--- config.mk ---
export PLATFORM = sky130hd
export DESIGN_NAME = utf8_cjk_ratio_classifier_top
export DESIGN_NICKNAME = d
export VERILOG_FILES = /design/src/rtl/utf8cjk_pkg.sv /design/src/rtl/utf8cjk_scan.sv /design/src/rtl/utf8cjk_tally.sv /design/src/rtl/utf8_cjk_ratio_classifier_top.sv
export SDC_FILE = /design/constraint.sdc
export NUM_CORES = 1
export LEC_CHECK = 0
export BUFFER_PORTS_ARGS = -buffer_cell sky130_fd_sc_hd__buf_2
export CAP_MARGIN = 15
export CORE_ASPECT_RATIO = 0.75
export CORE_MARGIN = 3
export CORE_UTILIZATION = 40
export CTS_BUF_LIST = sky130_fd_sc_hd__clkbuf_16
export CTS_CLUSTER_DIAMETER = 80
export CTS_CLUSTER_SIZE = 28
export DETAILED_ROUTE_END_ITERATION = 10
export GPL_TIMING_DRIVEN = 0
export PLACE_DENSITY = 0.57
export SLEW_MARGIN = 10
export SYNTH_ARGS = -nofsm -noshare
export SYNTH_HDL_FRONTEND = slang
export SYNTH_SLANG_ARGS = --single-unit
export TNS_END_PERCENT = 100
--- constraint.sdc ---
create_clock -name i_clk -period 6.98 [get_ports i_clk]
set_clock_uncertainty 0.15 [all_clocks]
set_input_delay 0.698 -clock i_clk [delete_from_list [all_inputs] [get_ports i_clk]]
set_output_delay 0.698 -clock i_clk [all_outputs]
set_load 0.005 [all_outputs]
--- src/rtl/utf8cjk_pkg.sv ---
`default_nettype none
// ----------------------------------------------------------------------------
// utf8cjk_pkg
// Shared types, constants and character-class helpers for the UTF-8 CJK
// ratio classifier.
// ----------------------------------------------------------------------------
package utf8cjk_pkg;

    // counter sizing
    localparam int COUNT_BITS = 24;
    localparam int PROD_BITS  = COUNT_BITS + 4;
    localparam int CP_BITS    = 21;

    // configuration register indexes
    localparam logic [7:0] CFG_EARLY_MIN = 8'd0;
    localparam logic [7:0] CFG_FINAL_MIN = 8'd1;
    localparam logic [7:0] CFG_RATIO_NUM = 8'd2;
    localparam logic [7:0] CFG_RATIO_DEN = 8'd3;

    // configuration reset values
    localparam logic [7:0] RST_EARLY_MIN = 8'd10;
    localparam logic [7:0] RST_FINAL_MIN = 8'd3;
    localparam logic [3:0] RST_RATIO_NUM = 4'd3;
    localparam logic [3:0] RST_RATIO_DEN = 4'd10;

    // special bytes
    localparam logic [7:0] CH_NUL       = 8'h00;
    localparam logic [7:0] CH_TAG_OPEN  = 8'h5B;
    localparam logic [7:0] CH_TAG_CLOSE = 8'h5D;

    // lead byte masks and patterns
    localparam logic [7:0] LEAD2_MASK = 8'hE0;
    localparam logic [7:0] LEAD2_PAT  = 8'hC0;
    localparam logic [7:0] LEAD3_MASK = 8'hF0;
    localparam logic [7:0] LEAD3_PAT  = 8'hE0;
    localparam logic [7:0] LEAD4_MASK = 8'hF8;
    localparam logic [7:0] LEAD4_PAT  = 8'hF0;
    localparam logic [7:0] CONT_MASK  = 8'h3F;

    // cjk ranges
    localparam logic [CP_BITS-1:0] CJK_A_LO = 21'h04E00;
    localparam logic [CP_BITS-1:0] CJK_A_HI = 21'h09FFF;
    localparam logic [CP_BITS-1:0] CJK_B_LO = 21'h03400;
    localparam logic [CP_BITS-1:0] CJK_B_HI = 21'h04DBF;
    localparam logic [CP_BITS-1:0] CJK_C_LO = 21'h0F900;
    localparam logic [CP_BITS-1:0] CJK_C_HI = 21'h0FAFF;
    localparam logic [CP_BITS-1:0] CJK_D_LO = 21'h20000;
    localparam logic [CP_BITS-1:0] CJK_D_HI = 21'h2A6DF;

    // scan phase of the decoder
    typedef enum logic [1:0] {
        PH_LEAD = 2'd0,
        PH_SKIP = 2'd1,
        PH_CONT = 2'd2,
        PH_DONE = 2'd3
    } t_phase;

    // one classified code point
    typedef struct packed {
        logic valid;
        logic letter;
        logic cjk;
    } t_cls;

    // configuration registers
    typedef struct packed {
        logic [7:0] early_min;
        logic [7:0] final_min;
        logic [3:0] ratio_num;
        logic [3:0] ratio_den;
    } t_cfg;

    function automatic logic f_is_cjk(input logic [CP_BITS-1:0] cp);
        return (cp >= CJK_A_LO && cp <= CJK_A_HI) ||
               (cp >= CJK_B_LO && cp <= CJK_B_HI) ||
               (cp >= CJK_C_LO && cp <= CJK_C_HI) ||
               (cp >= CJK_D_LO && cp <= CJK_D_HI);
    endfunction

    function automatic logic f_is_ascii_letter(input logic [CP_BITS-1:0] cp);
        return (cp >= 21'h41 && cp <= 21'h5A) || (cp >= 21'h61 && cp <= 21'h7A);
    endfunction

    function automatic t_cls f_classify(input logic [CP_BITS-1:0] cp);
        t_cls c;
        c.valid  = 1'b1;
        c.cjk    = f_is_cjk(cp);
        c.letter = f_is_ascii_letter(cp) || c.cjk;
        return c;
    endfunction

endpackage
`default_nettype wire

--- src/rtl/utf8cjk_scan.sv ---
`default_nettype none
// ----------------------------------------------------------------------------
// utf8cjk_scan
// UTF-8 byte scanner: tag skipping, sequence assembly and per-byte
// classification request for the tally stage.
// ----------------------------------------------------------------------------
module utf8cjk_scan (
    input  wire logic              i_clk,
    input  wire logic              i_rst_n,
    input  wire logic              i_fire,
    input  wire logic [7:0]        i_byte,
    input  wire logic              i_eot,
    input  wire logic              i_latch,
    output utf8cjk_pkg::t_cls      o_cls
);
    import utf8cjk_pkg::*;

    t_phase               r_phase, n_phase;
    logic [1:0]           r_pend,  n_pend;
    logic [CP_BITS-1:0]   r_part,  n_part;

    logic [CP_BITS-1:0]   w_shift;
    logic [CP_BITS-1:0]   w_cp;
    logic                 w_cp_valid;
    logic                 w_lead2, w_lead3, w_lead4;

    // shared decode terms
    assign w_shift = {r_part[CP_BITS-7:0], i_byte[5:0] & CONT_MASK[5:0]};
    assign w_lead2 = (i_byte & LEAD2_MASK) == LEAD2_PAT;
    assign w_lead3 = (i_byte & LEAD3_MASK) == LEAD3_PAT;
    assign w_lead4 = (i_byte & LEAD4_MASK) == LEAD4_PAT;

    // classification request, including a partial sequence at end of text
    always_comb begin
        w_cp_valid = 1'b0;
        w_cp       = '0;
        unique case (r_phase)
            PH_LEAD: begin
                if (i_byte == CH_NUL || i_byte == CH_TAG_OPEN) begin
                    w_cp_valid = 1'b0;
                end else if (!i_byte[7]) begin
                    w_cp_valid = 1'b1;
                    w_cp       = CP_BITS'(i_byte);
                end else if (w_lead2) begin
                    w_cp_valid = i_eot;
                    w_cp       = CP_BITS'(i_byte[4:0]);
                end else if (w_lead3) begin
                    w_cp_valid = i_eot;
                    w_cp       = CP_BITS'(i_byte[3:0]);
                end else if (w_lead4) begin
                    w_cp_valid = i_eot;
                    w_cp       = CP_BITS'(i_byte[2:0]);
                end else begin
                    w_cp_valid = 1'b1;
                    w_cp       = '0;
                end
            end
            PH_CONT: begin
                if (i_byte == CH_NUL) begin
                    w_cp_valid = 1'b1;
                    w_cp       = r_part;
                end else begin
                    w_cp_valid = (r_pend == 2'd1) || i_eot;
                    w_cp       = w_shift;
                end
            end
            PH_SKIP, PH_DONE: begin
                w_cp_valid = 1'b0;
            end
            default: begin
                w_cp_valid = 1'b0;
            end
        endcase
    end

    always_comb begin
        o_cls       = f_classify(w_cp);
        o_cls.valid = i_fire && w_cp_valid;
    end

    // next scan state
    always_comb begin
        n_phase = r_phase;
        n_pend  = r_pend;
        n_part  = r_part;
        unique case (r_phase)
            PH_LEAD: begin
                if (i_byte == CH_NUL) begin
                    n_phase = PH_DONE;
                end else if (i_byte == CH_TAG_OPEN) begin
                    n_phase = PH_SKIP;
                end else if (!i_byte[7]) begin
                    n_phase = PH_LEAD;
                end else if (w_lead2) begin
                    n_part  = CP_BITS'(i_byte[4:0]);
                    n_pend  = 2'd1;
                    n_phase = PH_CONT;
                end else if (w_lead3) begin
                    n_part  = CP_BITS'(i_byte[3:0]);
                    n_pend  = 2'd2;
                    n_phase = PH_CONT;
                end else if (w_lead4) begin
                    n_part  = CP_BITS'(i_byte[2:0]);
                    n_pend  = 2'd3;
                    n_phase = PH_CONT;
                end else begin
                    n_phase = PH_LEAD;
                end
            end
            PH_SKIP: begin
                if (i_byte == CH_NUL) begin
                    n_phase = PH_DONE;
                end else if (i_byte == CH_TAG_CLOSE) begin
                    n_phase = PH_LEAD;
                end
            end
            PH_CONT: begin
                if (i_byte == CH_NUL) begin
                    n_phase = PH_DONE;
                    n_pend  = 2'd0;
                end else begin
                    n_part = w_shift;
                    n_pend = r_pend - 2'd1;
                    if (r_pend == 2'd1) begin
                        n_phase = PH_LEAD;
                    end
                end
            end
            PH_DONE: begin
                n_phase = PH_DONE;
            end
            default: begin
                n_phase = PH_DONE;
            end
        endcase
        // early verdict stops the scan for the rest of the text
        if (i_latch) begin
            n_phase = PH_DONE;
        end
        // end of text returns to the start state
        if (i_eot) begin
            n_phase = PH_LEAD;
            n_pend  = 2'd0;
            n_part  = '0;
        end
    end

    // scan state registers
    always_ff @(posedge i_clk) begin
        if (!i_rst_n) begin
            r_phase <= PH_LEAD;
            r_pend  <= 2'd0;
            r_part  <= '0;
        end else if (i_fire) begin
            r_phase <= n_phase;
            r_pend  <= n_pend;
            r_part  <= n_part;
        end
    end

endmodule
`default_nettype wire

--- src/rtl/utf8cjk_tally.sv ---
`default_nettype none
// ----------------------------------------------------------------------------
// utf8cjk_tally
// Saturating letter and cjk counters, ratio test, early latch and the
// end-of-text verdict.
// ----------------------------------------------------------------------------
module utf8cjk_tally (
    input  wire logic              i_clk,
    input  wire logic              i_rst_n,
    input  wire logic              i_fire,
    input  wire logic              i_eot,
    input  wire utf8cjk_pkg::t_cls i_cls,
    input  wire utf8cjk_pkg::t_cfg i_cfg,
    output logic                   o_latch,
    output logic                   o_verdict
);
    import utf8cjk_pkg::*;

    localparam logic [COUNT_BITS-1:0] CNT_MAX = '1;

    logic [COUNT_BITS-1:0] r_cjk, n_cjk;
    logic [COUNT_BITS-1:0] r_let, n_let;
    logic                  r_latch;

    logic                  w_inc_cjk, w_inc_let;
    logic [PROD_BITS-1:0]  w_prod_cjk, w_prod_let;
    logic [PROD_BITS-1:0]  w_lhs, w_rhs;
    logic                  w_ratio_ok;

    // saturating increments
    assign w_inc_cjk = i_cls.valid && i_cls.cjk    && (r_cjk != CNT_MAX);
    assign w_inc_let = i_cls.valid && i_cls.letter && (r_let != CNT_MAX);
    assign n_cjk     = r_cjk + COUNT_BITS'(w_inc_cjk);
    assign n_let     = r_let + COUNT_BITS'(w_inc_let);

    // ratio on the updated counts: product of the old count plus one term
    assign w_prod_cjk = PROD_BITS'(r_cjk) * PROD_BITS'(i_cfg.ratio_den);
    assign w_prod_let = PROD_BITS'(r_let) * PROD_BITS'(i_cfg.ratio_num);
    assign w_lhs      = w_prod_cjk + (w_inc_cjk ? PROD_BITS'(i_cfg.ratio_den) : '0);
    assign w_rhs      = w_prod_let + (w_inc_let ? PROD_BITS'(i_cfg.ratio_num) : '0);
    assign w_ratio_ok = w_lhs >= w_rhs;

    // early test runs after each code point
    assign o_latch = i_cls.valid && (n_let >= COUNT_BITS'(i_cfg.early_min)) && w_ratio_ok;

    // end-of-text verdict
    assign o_verdict = r_latch || o_latch ||
                       ((n_let >= COUNT_BITS'(i_cfg.final_min)) && w_ratio_ok);

    // counters and latch, cleared at end of text
    always_ff @(posedge i_clk) begin
        if (!i_rst_n) begin
            r_cjk   <= '0;
            r_let   <= '0;
            r_latch <= 1'b0;
        end else if (i_fire) begin
            if (i_eot) begin
                r_cjk   <= '0;
                r_let   <= '0;
                r_latch <= 1'b0;
            end else begin
                r_cjk   <= n_cjk;
                r_let   <= n_let;
                r_latch <= r_latch || o_latch;
            end
        end
    end

endmodule
`default_nettype wire

--- src/rtl/utf8_cjk_ratio_classifier_top.sv ---
`default_nettype none
// ----------------------------------------------------------------------------
// utf8_cjk_ratio_classifier_top
// Classifies a UTF-8 text as Chinese or not by the share of CJK letters.
// ----------------------------------------------------------------------------
// Usage:
//  - input channel (i_in_valid / o_in_ready) takes one text byte per request,
//    with i_end_of_text marking the last byte of a text
//  - output channel (o_out_valid / i_out_ready) gives one verdict,
//    o_is_chinese, for each byte request that carries i_end_of_text
//  - configuration channel (i_cfg_valid / o_cfg_ready) writes one register
//    per request: 0 early minimum letters, 1 final minimum letters,
//    2 ratio numerator, 3 ratio denominator; other indexes are dropped
//  - a byte lands in the input register, then the scanner and counters
//    update from it; the verdict for an ending byte is registered in the
//    result register once that byte leaves the input register
//  - throughput is one byte per cycle, except while an ending byte is
//    held back by a waiting verdict
//  - reset restores the default registers and clears all text state
//  - while a verdict waits on i_out_ready, an ending byte holds in the
//    input register and o_in_ready drops; other bytes keep flowing
// ----------------------------------------------------------------------------
module utf8_cjk_ratio_classifier_top (
    input  wire logic       i_clk,
    input  wire logic       i_rst_n,
    // byte input
    input  wire logic       i_in_valid,
    output logic            o_in_ready,
    input  wire logic [7:0] i_text_byte,
    input  wire logic       i_end_of_text,
    // verdict output
    output logic            o_out_valid,
    input  wire logic       i_out_ready,
    output logic            o_is_chinese,
    // configuration writes
    input  wire logic       i_cfg_valid,
    output logic            o_cfg_ready,
    input  wire logic [7:0] i_cfg_index,
    input  wire logic [7:0] i_cfg_data
);
    import utf8cjk_pkg::*;

    logic       r_in_valid;
    logic [7:0] r_in_byte;
    logic       r_in_eot;
    logic       r_out_valid;
    logic       r_out_is;
    t_cfg       r_cfg;

    logic       w_fire;
    logic       w_latch;
    logic       w_verdict;
    t_cls       w_cls;

    // the held byte advances unless it ends a text and the result slot is full and not being read
    assign w_fire      = r_in_valid && (!r_in_eot || !r_out_valid || i_out_ready);
    assign o_in_ready  = !r_in_valid || w_fire;
    assign o_cfg_ready = 1'b1;
    assign o_out_valid = r_out_valid;
    assign o_is_chinese = r_out_is;

    // input register
    always_ff @(posedge i_clk) begin
        if (!i_rst_n) begin
            r_in_valid <= 1'b0;
        end else if (o_in_ready) begin
            r_in_valid <= i_in_valid;
        end
    end

    always_ff @(posedge i_clk) begin
        if (o_in_ready && i_in_valid) begin
            r_in_byte <= i_text_byte;
            r_in_eot  <= i_end_of_text;
        end
    end

    // configuration registers
    always_ff @(posedge i_clk) begin
        if (!i_rst_n) begin
            r_cfg.early_min <= RST_EARLY_MIN;
            r_cfg.final_min <= RST_FINAL_MIN;
            r_cfg.ratio_num <= RST_RATIO_NUM;
            r_cfg.ratio_den <= RST_RATIO_DEN;
        end else if (i_cfg_valid) begin
            unique case (i_cfg_index)
                CFG_EARLY_MIN: r_cfg.early_min <= i_cfg_data;
                CFG_FINAL_MIN: r_cfg.final_min <= i_cfg_data;
                CFG_RATIO_NUM: r_cfg.ratio_num <= i_cfg_data[3:0];
                CFG_RATIO_DEN: r_cfg.ratio_den <= i_cfg_data[3:0];
                default: begin
                end
            endcase
        end
    end

    // byte scanner
    utf8cjk_scan u_scan (
        .i_clk   (i_clk),
        .i_rst_n (i_rst_n),
        .i_fire  (w_fire),
        .i_byte  (r_in_byte),
        .i_eot   (r_in_eot),
        .i_latch (w_latch),
        .o_cls   (w_cls)
    );

    // counters and decision
    utf8cjk_tally u_tally (
        .i_clk     (i_clk),
        .i_rst_n   (i_rst_n),
        .i_fire    (w_fire),
        .i_eot     (r_in_eot),
        .i_cls     (w_cls),
        .i_cfg     (r_cfg),
        .o_latch   (w_latch),
        .o_verdict (w_verdict)
    );

    // result register
    always_ff @(posedge i_clk) begin
        if (!i_rst_n) begin
            r_out_valid <= 1'b0;
        end else if (w_fire && r_in_eot) begin
            r_out_valid <= 1'b1;
        end else if (i_out_ready) begin
            r_out_valid <= 1'b0;
        end
    end

    always_ff @(posedge i_clk) begin
        if (w_fire && r_in_eot) begin
            r_out_is <= w_verdict;
        end
    end

`ifndef NO_ASSERTIONS
    // an ending byte that is processed always yields a verdict next cycle
    a_eot_result: assert property (@(posedge i_clk) disable iff (!i_rst_n)
        w_fire && r_in_eot |=> o_out_valid)
        else $error("ending byte processed without a verdict");

    // the verdict shown is the one computed for the ending byte
    a_verdict_value: assert property (@(posedge i_clk) disable iff (!i_rst_n)
        w_fire && r_in_eot |=> o_is_chinese == $past(w_verdict))
        else $error("verdict does not match computed decision");

    // a blocked ending byte stays in the input register
    a_eot_held: assert property (@(posedge i_clk) disable iff (!i_rst_n)
        r_in_valid && r_in_eot && r_out_valid && !i_out_ready |=>
            r_in_valid && r_in_eot)
        else $error("blocked ending byte was lost");

    // nothing is classified without a processed byte
    a_cls_gated: assert property (@(posedge i_clk) disable iff (!i_rst_n)
        w_cls.valid |-> w_fire)
        else $error("classification request without a processed byte");
`endif

endmodule
`default_nettype wire

==> Yosys cells after proc, flatten, opt, wreduce, memory -nomap -nowiden <==
Cells that the tools add are included.
{ "totals": {"regBits": 110, "output_inout_bits": 4, "word_cells": 152} }
{ "op_classes": {"add_sub_neg": 5, "multipliers": 2, "order_cmp": 15, "eq_ne": 20, "n_mux": 51, "n_reduce_logical": 44} }
{ "ops": {"columns": ["op", "n"], "rows": [
  ["$mux W21", 12],
  ["$pmux W21 S2", 2],
  ["$add A28 B28 Y28", 2],
  ["$mul A24 B4 Y28", 2],
  ["$add A24 B1 Y24", 2],
  ["$ge A24 B8 Y1", 2],
  ["$mux W24", 2],
  ["$ne A24 B24 Y1 const B", 2],
  ["$ge A21 B7 Y1 const B", 2],
  ["$le A21 B16 Y1 const B", 2],
  ["$le A21 B7 Y1 const B", 2],
  ["$mux W2", 20],
  ["$ge A28 B28 Y1", 1],
  ["$ge A21 B14 Y1 const B", 1],
  ["$ge A21 B15 Y1 const B", 1],
  ["$ge A21 B16 Y1 const B", 1],
  ["$ge A21 B18 Y1 const B", 1],
  ["$le A21 B15 Y1 const B", 1],
  ["$le A21 B18 Y1 const B", 1],
  ["$logic_and A1 B1 Y1", 17],
  ["$eq A8 B2 Y1 const B", 2],
  ["$eq A8 B7 Y1 const B", 2],
  ["$logic_not A8 Y1", 2],
  ["$ne A5 B2 Y1 const B", 3],
  ["other kinds (23)", 52]
]} }

==> Depth between registers and ports, before layout <==
{ "logic_depth": {"depth_word": 21, "ltp_mapped": 34, "ltp_nobuf": 33} }

==> By module <==
A second synthesis with hierarchy kept.
{ "unflattened": {"cells_unflattened": 1636, "hier_area_um2": 13715.7} }
{ "by_module_without_submodules": {"columns": ["module", "n_inst", "cells_per_inst", "area_each_um2", "seq_area_each_um2"], "rows": [
  ["utf8cjk_tally", 1, 1229, 10181.0, 980.9],
  ["utf8cjk_scan", 1, 288, 2149.6, 500.5],
  ["utf8_cjk_ratio_classifier_top", 1, 119, 1385.1, 820.8]
]} }

==> Least setup slack after synthesis <==
OpenSTA, ideal clock, no wires.
{ "synth_timing": {"path_type": "register to register", "start": "register r_in_byte[7]", "end": "register r_out_is (netlist: o_is_chinese) (data pin)", "setup_time_ps": 259, "arrival_ps": 7047, "path_slack_ps": -476, "path_stages_with_launch": 32, "cell_sequence": "edfxtp_1 > buf_6 > or4_1 > buf_2 > nor2_8 > mux2_2 > and3_1 > o2111a_1 > a32oi_1 > nand3_1 > and3_1 > and2_1 > fa_1 > ha_1 > nor2b_1 > o31a_1 > o2111a_1 > o41a_1 > a21o_1 > a21oi_1 > o21bai_1 > a21oi_1 > xnor2_1 > ha_1 > and2_1 > a221o_1 > a221oi_1 > o311ai_0 > a211o_1 > o311ai_4 > nor2b_1 > nand2_1"} }
{ "synth_via": {"elab_chain_len": 21, "word_cells_on_any_way": 61} }
{ "synth_rtl": {"columns": ["element", "line_no", "rtl"], "rows": [
  ["start: declaration", "utf8_cjk_ratio_classifier_top.sv:44", "logic [7:0] r_in_byte;"],
  ["start signal: assignment", "utf8_cjk_ratio_classifier_top.sv:73", "r_in_byte <= i_text_byte;"],
  ["$eq A5 B5 Y1", "utf8cjk_scan.sv:31", "assign w_lead4 = (i_byte & LEAD4_MASK) == LEAD4_PAT;"],
  ["$mux W3", "utf8cjk_scan.sv:50", "end else if (w_lead4) begin"],
  ["$mux W21", "utf8cjk_scan.sv:47", "end else if (w_lead3) begin"],
  ["$mux W21", "utf8cjk_scan.sv:44", "end else if (w_lead2) begin"],
  ["$mux W21", "utf8cjk_scan.sv:41", "end else if (!i_byte[7]) begin"],
  ["$mux W21", "utf8cjk_scan.sv:39", "if (i_byte == CH_NUL || i_byte == CH_TAG_OPEN) begin"],
  ["$pmux W21 S2", "utf8cjk_scan.sv:37", "unique case (r_phase)"],
  ["$ge A21 B15 Y1 (tied with other cells)", "utf8cjk_pkg.sv:74", "return (cp >= CJK_A_LO && cp <= CJK_A_HI) ||"],
  ["[... 5 more ...]", null, null],
  ["$logic_and A1 B1 Y1 (2 in a row)", "utf8cjk_tally.sv:32", "assign w_inc_let = i_cls.valid && i_cls.letter && (r_let != CNT_MAX);"],
  ["$mux W4 / $add A24 B1 Y24 (equally long branches)", "utf8cjk_tally.sv:40, utf8cjk_tally.sv:34", null],
  ["$add A28 B28 Y28 / $ge A24 B8 Y1 (equally long branches)", "utf8cjk_tally.sv:40, utf8cjk_tally.sv:44", null],
  ["$ge A28 B28 Y1 / $logic_and A1 B1 Y1 (equally long branches)", "utf8cjk_tally.sv:41, utf8cjk_tally.sv:44", null],
  ["$logic_and A1 B1 Y1", "utf8cjk_tally.sv:44", "assign o_latch = i_cls.valid && (n_let >= COUNT_BITS'(i_cfg.early_min)) && w_ratio_ok;"],
  ["$logic_or A1 B1 Y1", "utf8cjk_tally.sv:47", "assign o_verdict = r_latch || o_latch ||"],
  ["$logic_or A1 B1 Y1 *", "utf8cjk_tally.sv:47", null],
  ["net u_tally.o_verdict", "utf8cjk_tally.sv:15", "output logic o_verdict"],
  ["end signal: assignment", "utf8_cjk_ratio_classifier_top.sv:133", "r_out_is <= w_verdict;"],
  ["end: declaration", "utf8_cjk_ratio_classifier_top.sv:47", "logic r_out_is;"]
]} }
Mark *: on every way through the listed nets, which the timed path passes. The rest lies on a longest branch.
A chain may end at the register's enable or synchronous reset.

==> Worst setup path after layout <==
{ "layout_timing": {"start": "register r_in_byte[6]", "end": "register r_out_is (netlist: o_is_chinese) (data pin)"} }
The elaborated chain is that of the path after synthesis.

==> results.toml <==
[setup_path]
critPathRequiredTime_ns = 6.98
critPathArrivalTime_ns = 7.99
end_kind = "flop"
crit_fanout = 5
worstSetupPathType = "flop to flop"
cp_slowest_cell = "or4_4"
startpoint = "r_in_byte[6]"
r2r_start = "r_in_byte[6]"
worstSetupStartpointType = "flop"
cpPeakStageDelay_ns = 0.56

[die]
chipHeight_microns = 165
initial_core_util = 0.411
core_region_area_sq_um = 32900
die_area_sq_um = 36100
placement_rows = 57
io_pins = 34
die_w_microns = 218

[yosys]
syn-num-nets = 1950
synthCells = 1661
synth_top_area_frac = 0.153
ys_ff_latch = 110
synthTopCellsByArea = "ha_1 (15%), dfxtp_1 (15%), fa_1 (14%)"
avgSynthCellArea_sq_um = 8.14
yosysUniqueCellTypes = 80
yosys_most_used_dff = "dfxtp_1"
synthArstFlopShare = 0
yosysWarnings = 0
synth_area_sq_um = 13500
ys_seq_area_frac = 0.170
synth_edf_count = 10
synth_top_area_cell = "ha_1"

[timing]
rsz0062_at_grt = "yes"
final_hold_viol_count = 0
maxSlewViolCount = 0
final.min_clock_period_ns = 8.00
fin_crit_sh = 1.15
setup_ws_ns = -1.02
max_freq_mhz = 125
worst_pin_slew_ns = 1.00
slew_headroom = 0.327
finalSetupViolCount = 4

[run_status]
status = "complete, but fails checks"
violations = "setup timing"

[drt]
vias = 12177
dr.pass1.iters = 5
via_per_inst = 5.55
detail-route-antenna-nets = 0
routed_wl_microns = 38800
drc = 0
drtIter0Drc = 1080
wl_per_cell_microns = 17.7

[place]
place_area_sq_um = 14300
hpwlAfterDp_microns = 30200
gp_congestion = 0.921
port_buffers = 32
place_inst = 2135

[worst_hold_path]
min_path_type = "primary input to flop"
timing.hold.worst.start = "i_text_byte[5]"

[global_routing]
grt_use_total = 0.215
antenna_found_initial = 0
grt_max_degree = 25
grt_first_pass_wirelength_microns = 61600
grt_overflow = 0
grt_pass1_vias = 11216

[cells_and_area]
nets = 2036
n_antenna_cell = 0
drive_gt1_frac = 0.114
final_area_sq_um = 15400
layout.cells.non_filler = 2194
area_delta_synth_final_pct = 13.9

[clock_tree]
path_clk_slew_ns = 0.10
cts_tree = "yes"
cts_root_buf = "clkbuf_16"
numCtsBuffers = 9
numClockSinks = 110
postCtsHoldBufs = 0
clk_latency_ns = 0.39
cts.path.max_buffers = 2
htree_levels = 3

[flow_run]
drv_cap = 0

[power_and_ir_drop]
p_per_area_nw_per_um2 = 86.5
p_leak_uw = 0.00709
ir_drop_mv = 0.153
==> worst paths after layout <==
check | depth (start not counted) | slack [ns] | to
setup / recovery | 32 | -1.02 | o_is_chinese
hold / removal | 1 | 0.33 | r_in_byte[5]
setup reg to reg | 32 | -1.02 | o_is_chinese
hold reg to reg | 2 | 0.33 | r_cfg[9]
==> report_power, final <==
group	internal [uW]	switching (uW)
clock network	264	313
registers	641	3.93
logic	40.3	70.0
total	946	387
==> critical path: cells and delay by family, from the launching register on <==
kind	cells	cell delay, ns
flip-flops	1	0.39
buffers and inverters	3	0.46
XOR/XNOR	1	0.15
AND/OR/NAND/NOR	9	1.79
AO/OA/AOI/OAI	15	3.56
multiplexers	1	0.25
adder cells (fa/ha/maj)	3	1.00
==> cells in the mapped netlist, types with 20 or more instances <==
library cell and number:
and2_1 75, ha_1 165, clkbuf_1 68, nand2_1 213, mux2i_1 28, inv_1 145
o21ai_0 68, nor3_1 32, xnor2_1 38, and3_1 20, dfxtp_1 100, xor2_1 34
fa_1 94, nand3_1 43, nor2_1 78, a22oi_1 26, nor2b_1 62, a21oi_1 89
==> cell families (layout without fill, tap and decap cells) <==
family | after synthesis | in the layout | share of synthesized area
buffers and inverters | 234 | 324 | 0.0683
multiplexers | 29 | 29 | 0.0216
adder cells (fa/ha/maj) | 259 | 259 | 0.292
AO/OA/AOI/OAI | 331 | 331 | 0.161
flip-flops | 110 | 110 | 0.170
XOR/XNOR | 72 | 72 | 0.0466
AND/OR/NAND/NOR | 625 | 626 | 0.240
other | 1 | 1 | 0.000277
==> layout by cell type (no fill, tap or decap), types with 7 or more instances in the layout <==
cell	count
ha_1	163
o21bai_1	9
and2_1	72
nand3_1	41
a22oi_1	26
or3_1	16
o211ai_1	11
a21oi_2	9
nand2b_1	17
xnor2_1	37
or2_2	7
buf_4	44
a21oi_1	78
dfxtp_1	100
nor3_1	31
nor2_1	78
and3_1	17
nand4_1	15
o21a_1	10
fa_1	91
buf_2	38
edfxtp_1	10
a21o_1	18
nand2_1	212
clkbuf_1	66
mux2i_1	25
clkbuf_16	10
o21ai_0	60
a31oi_1	14
a21boi_0	13
inv_1	143
xor2_1	34
nor2b_1	60
==> registers in the layout, indices dropped and copies added (netlist names), 2 cells and up <==
signal,count
u_tally.r_let,24
r_in_byte,8
u_tally.r_cjk,24
u_scan.r_pend,2
r_cfg,24
u_scan.r_part,21
u_scan.r_phase,2
==> layer usage <==
layer  vias to the layer above  global-route usage  wire, microns
li1                       5881                   -              -
met1                      5935               0.351          20900
met2                       327               0.286          14600
met3                        34              0.0432           2820
met4                         0              0.0385            418
met5                         -                   0              0
==> cell type report <==
| cell class | instances | area [sq um] |
|---|---|---|
| flip-flops and latches | 110 | 2300 |
| clock inverters | 7 | 101 |
| well taps | 442 | 553 |
| repair buffers | 74 | 503 |
| plain buffers | 89 | 435 |
| multi-input cells | 1318 | 10700 |
| clock buffers | 9 | 225 |
| fillers | 3234 | 17500 |
| inverters | 145 | 544 |
==> through the flow <==
stage | power, uW | utilization | hold WS (ns) | worst slack (ns) | TNS [ns]
global route | 1380 | 0.468 | 0.310 | -1.22 | -4.70
global placement | 755 | 0.435 | 0.312 | -1.65 | -6.26
finish | 1330 | 0.468 | 0.327 | -1.02 | -3.84
floorplan | 715 | - | 0.295 | -0.0913 | -0.0913
detailed placement | 756 | 0.435 | 0.316 | -1.60 | -6.12
CTS | 1340 | 0.457 | 0.311 | -0.888 | -3.39
==> timing repair <==
action | in CTS | in global routing
cloned | 2 | 1
resized for setup | 56 | 44
setup buffers | 21 | 19
pin swaps | 20 | 25
endpoints found under the setup margin | 4 | 4
No activity file was read; power rests on OpenSTA's default activity.
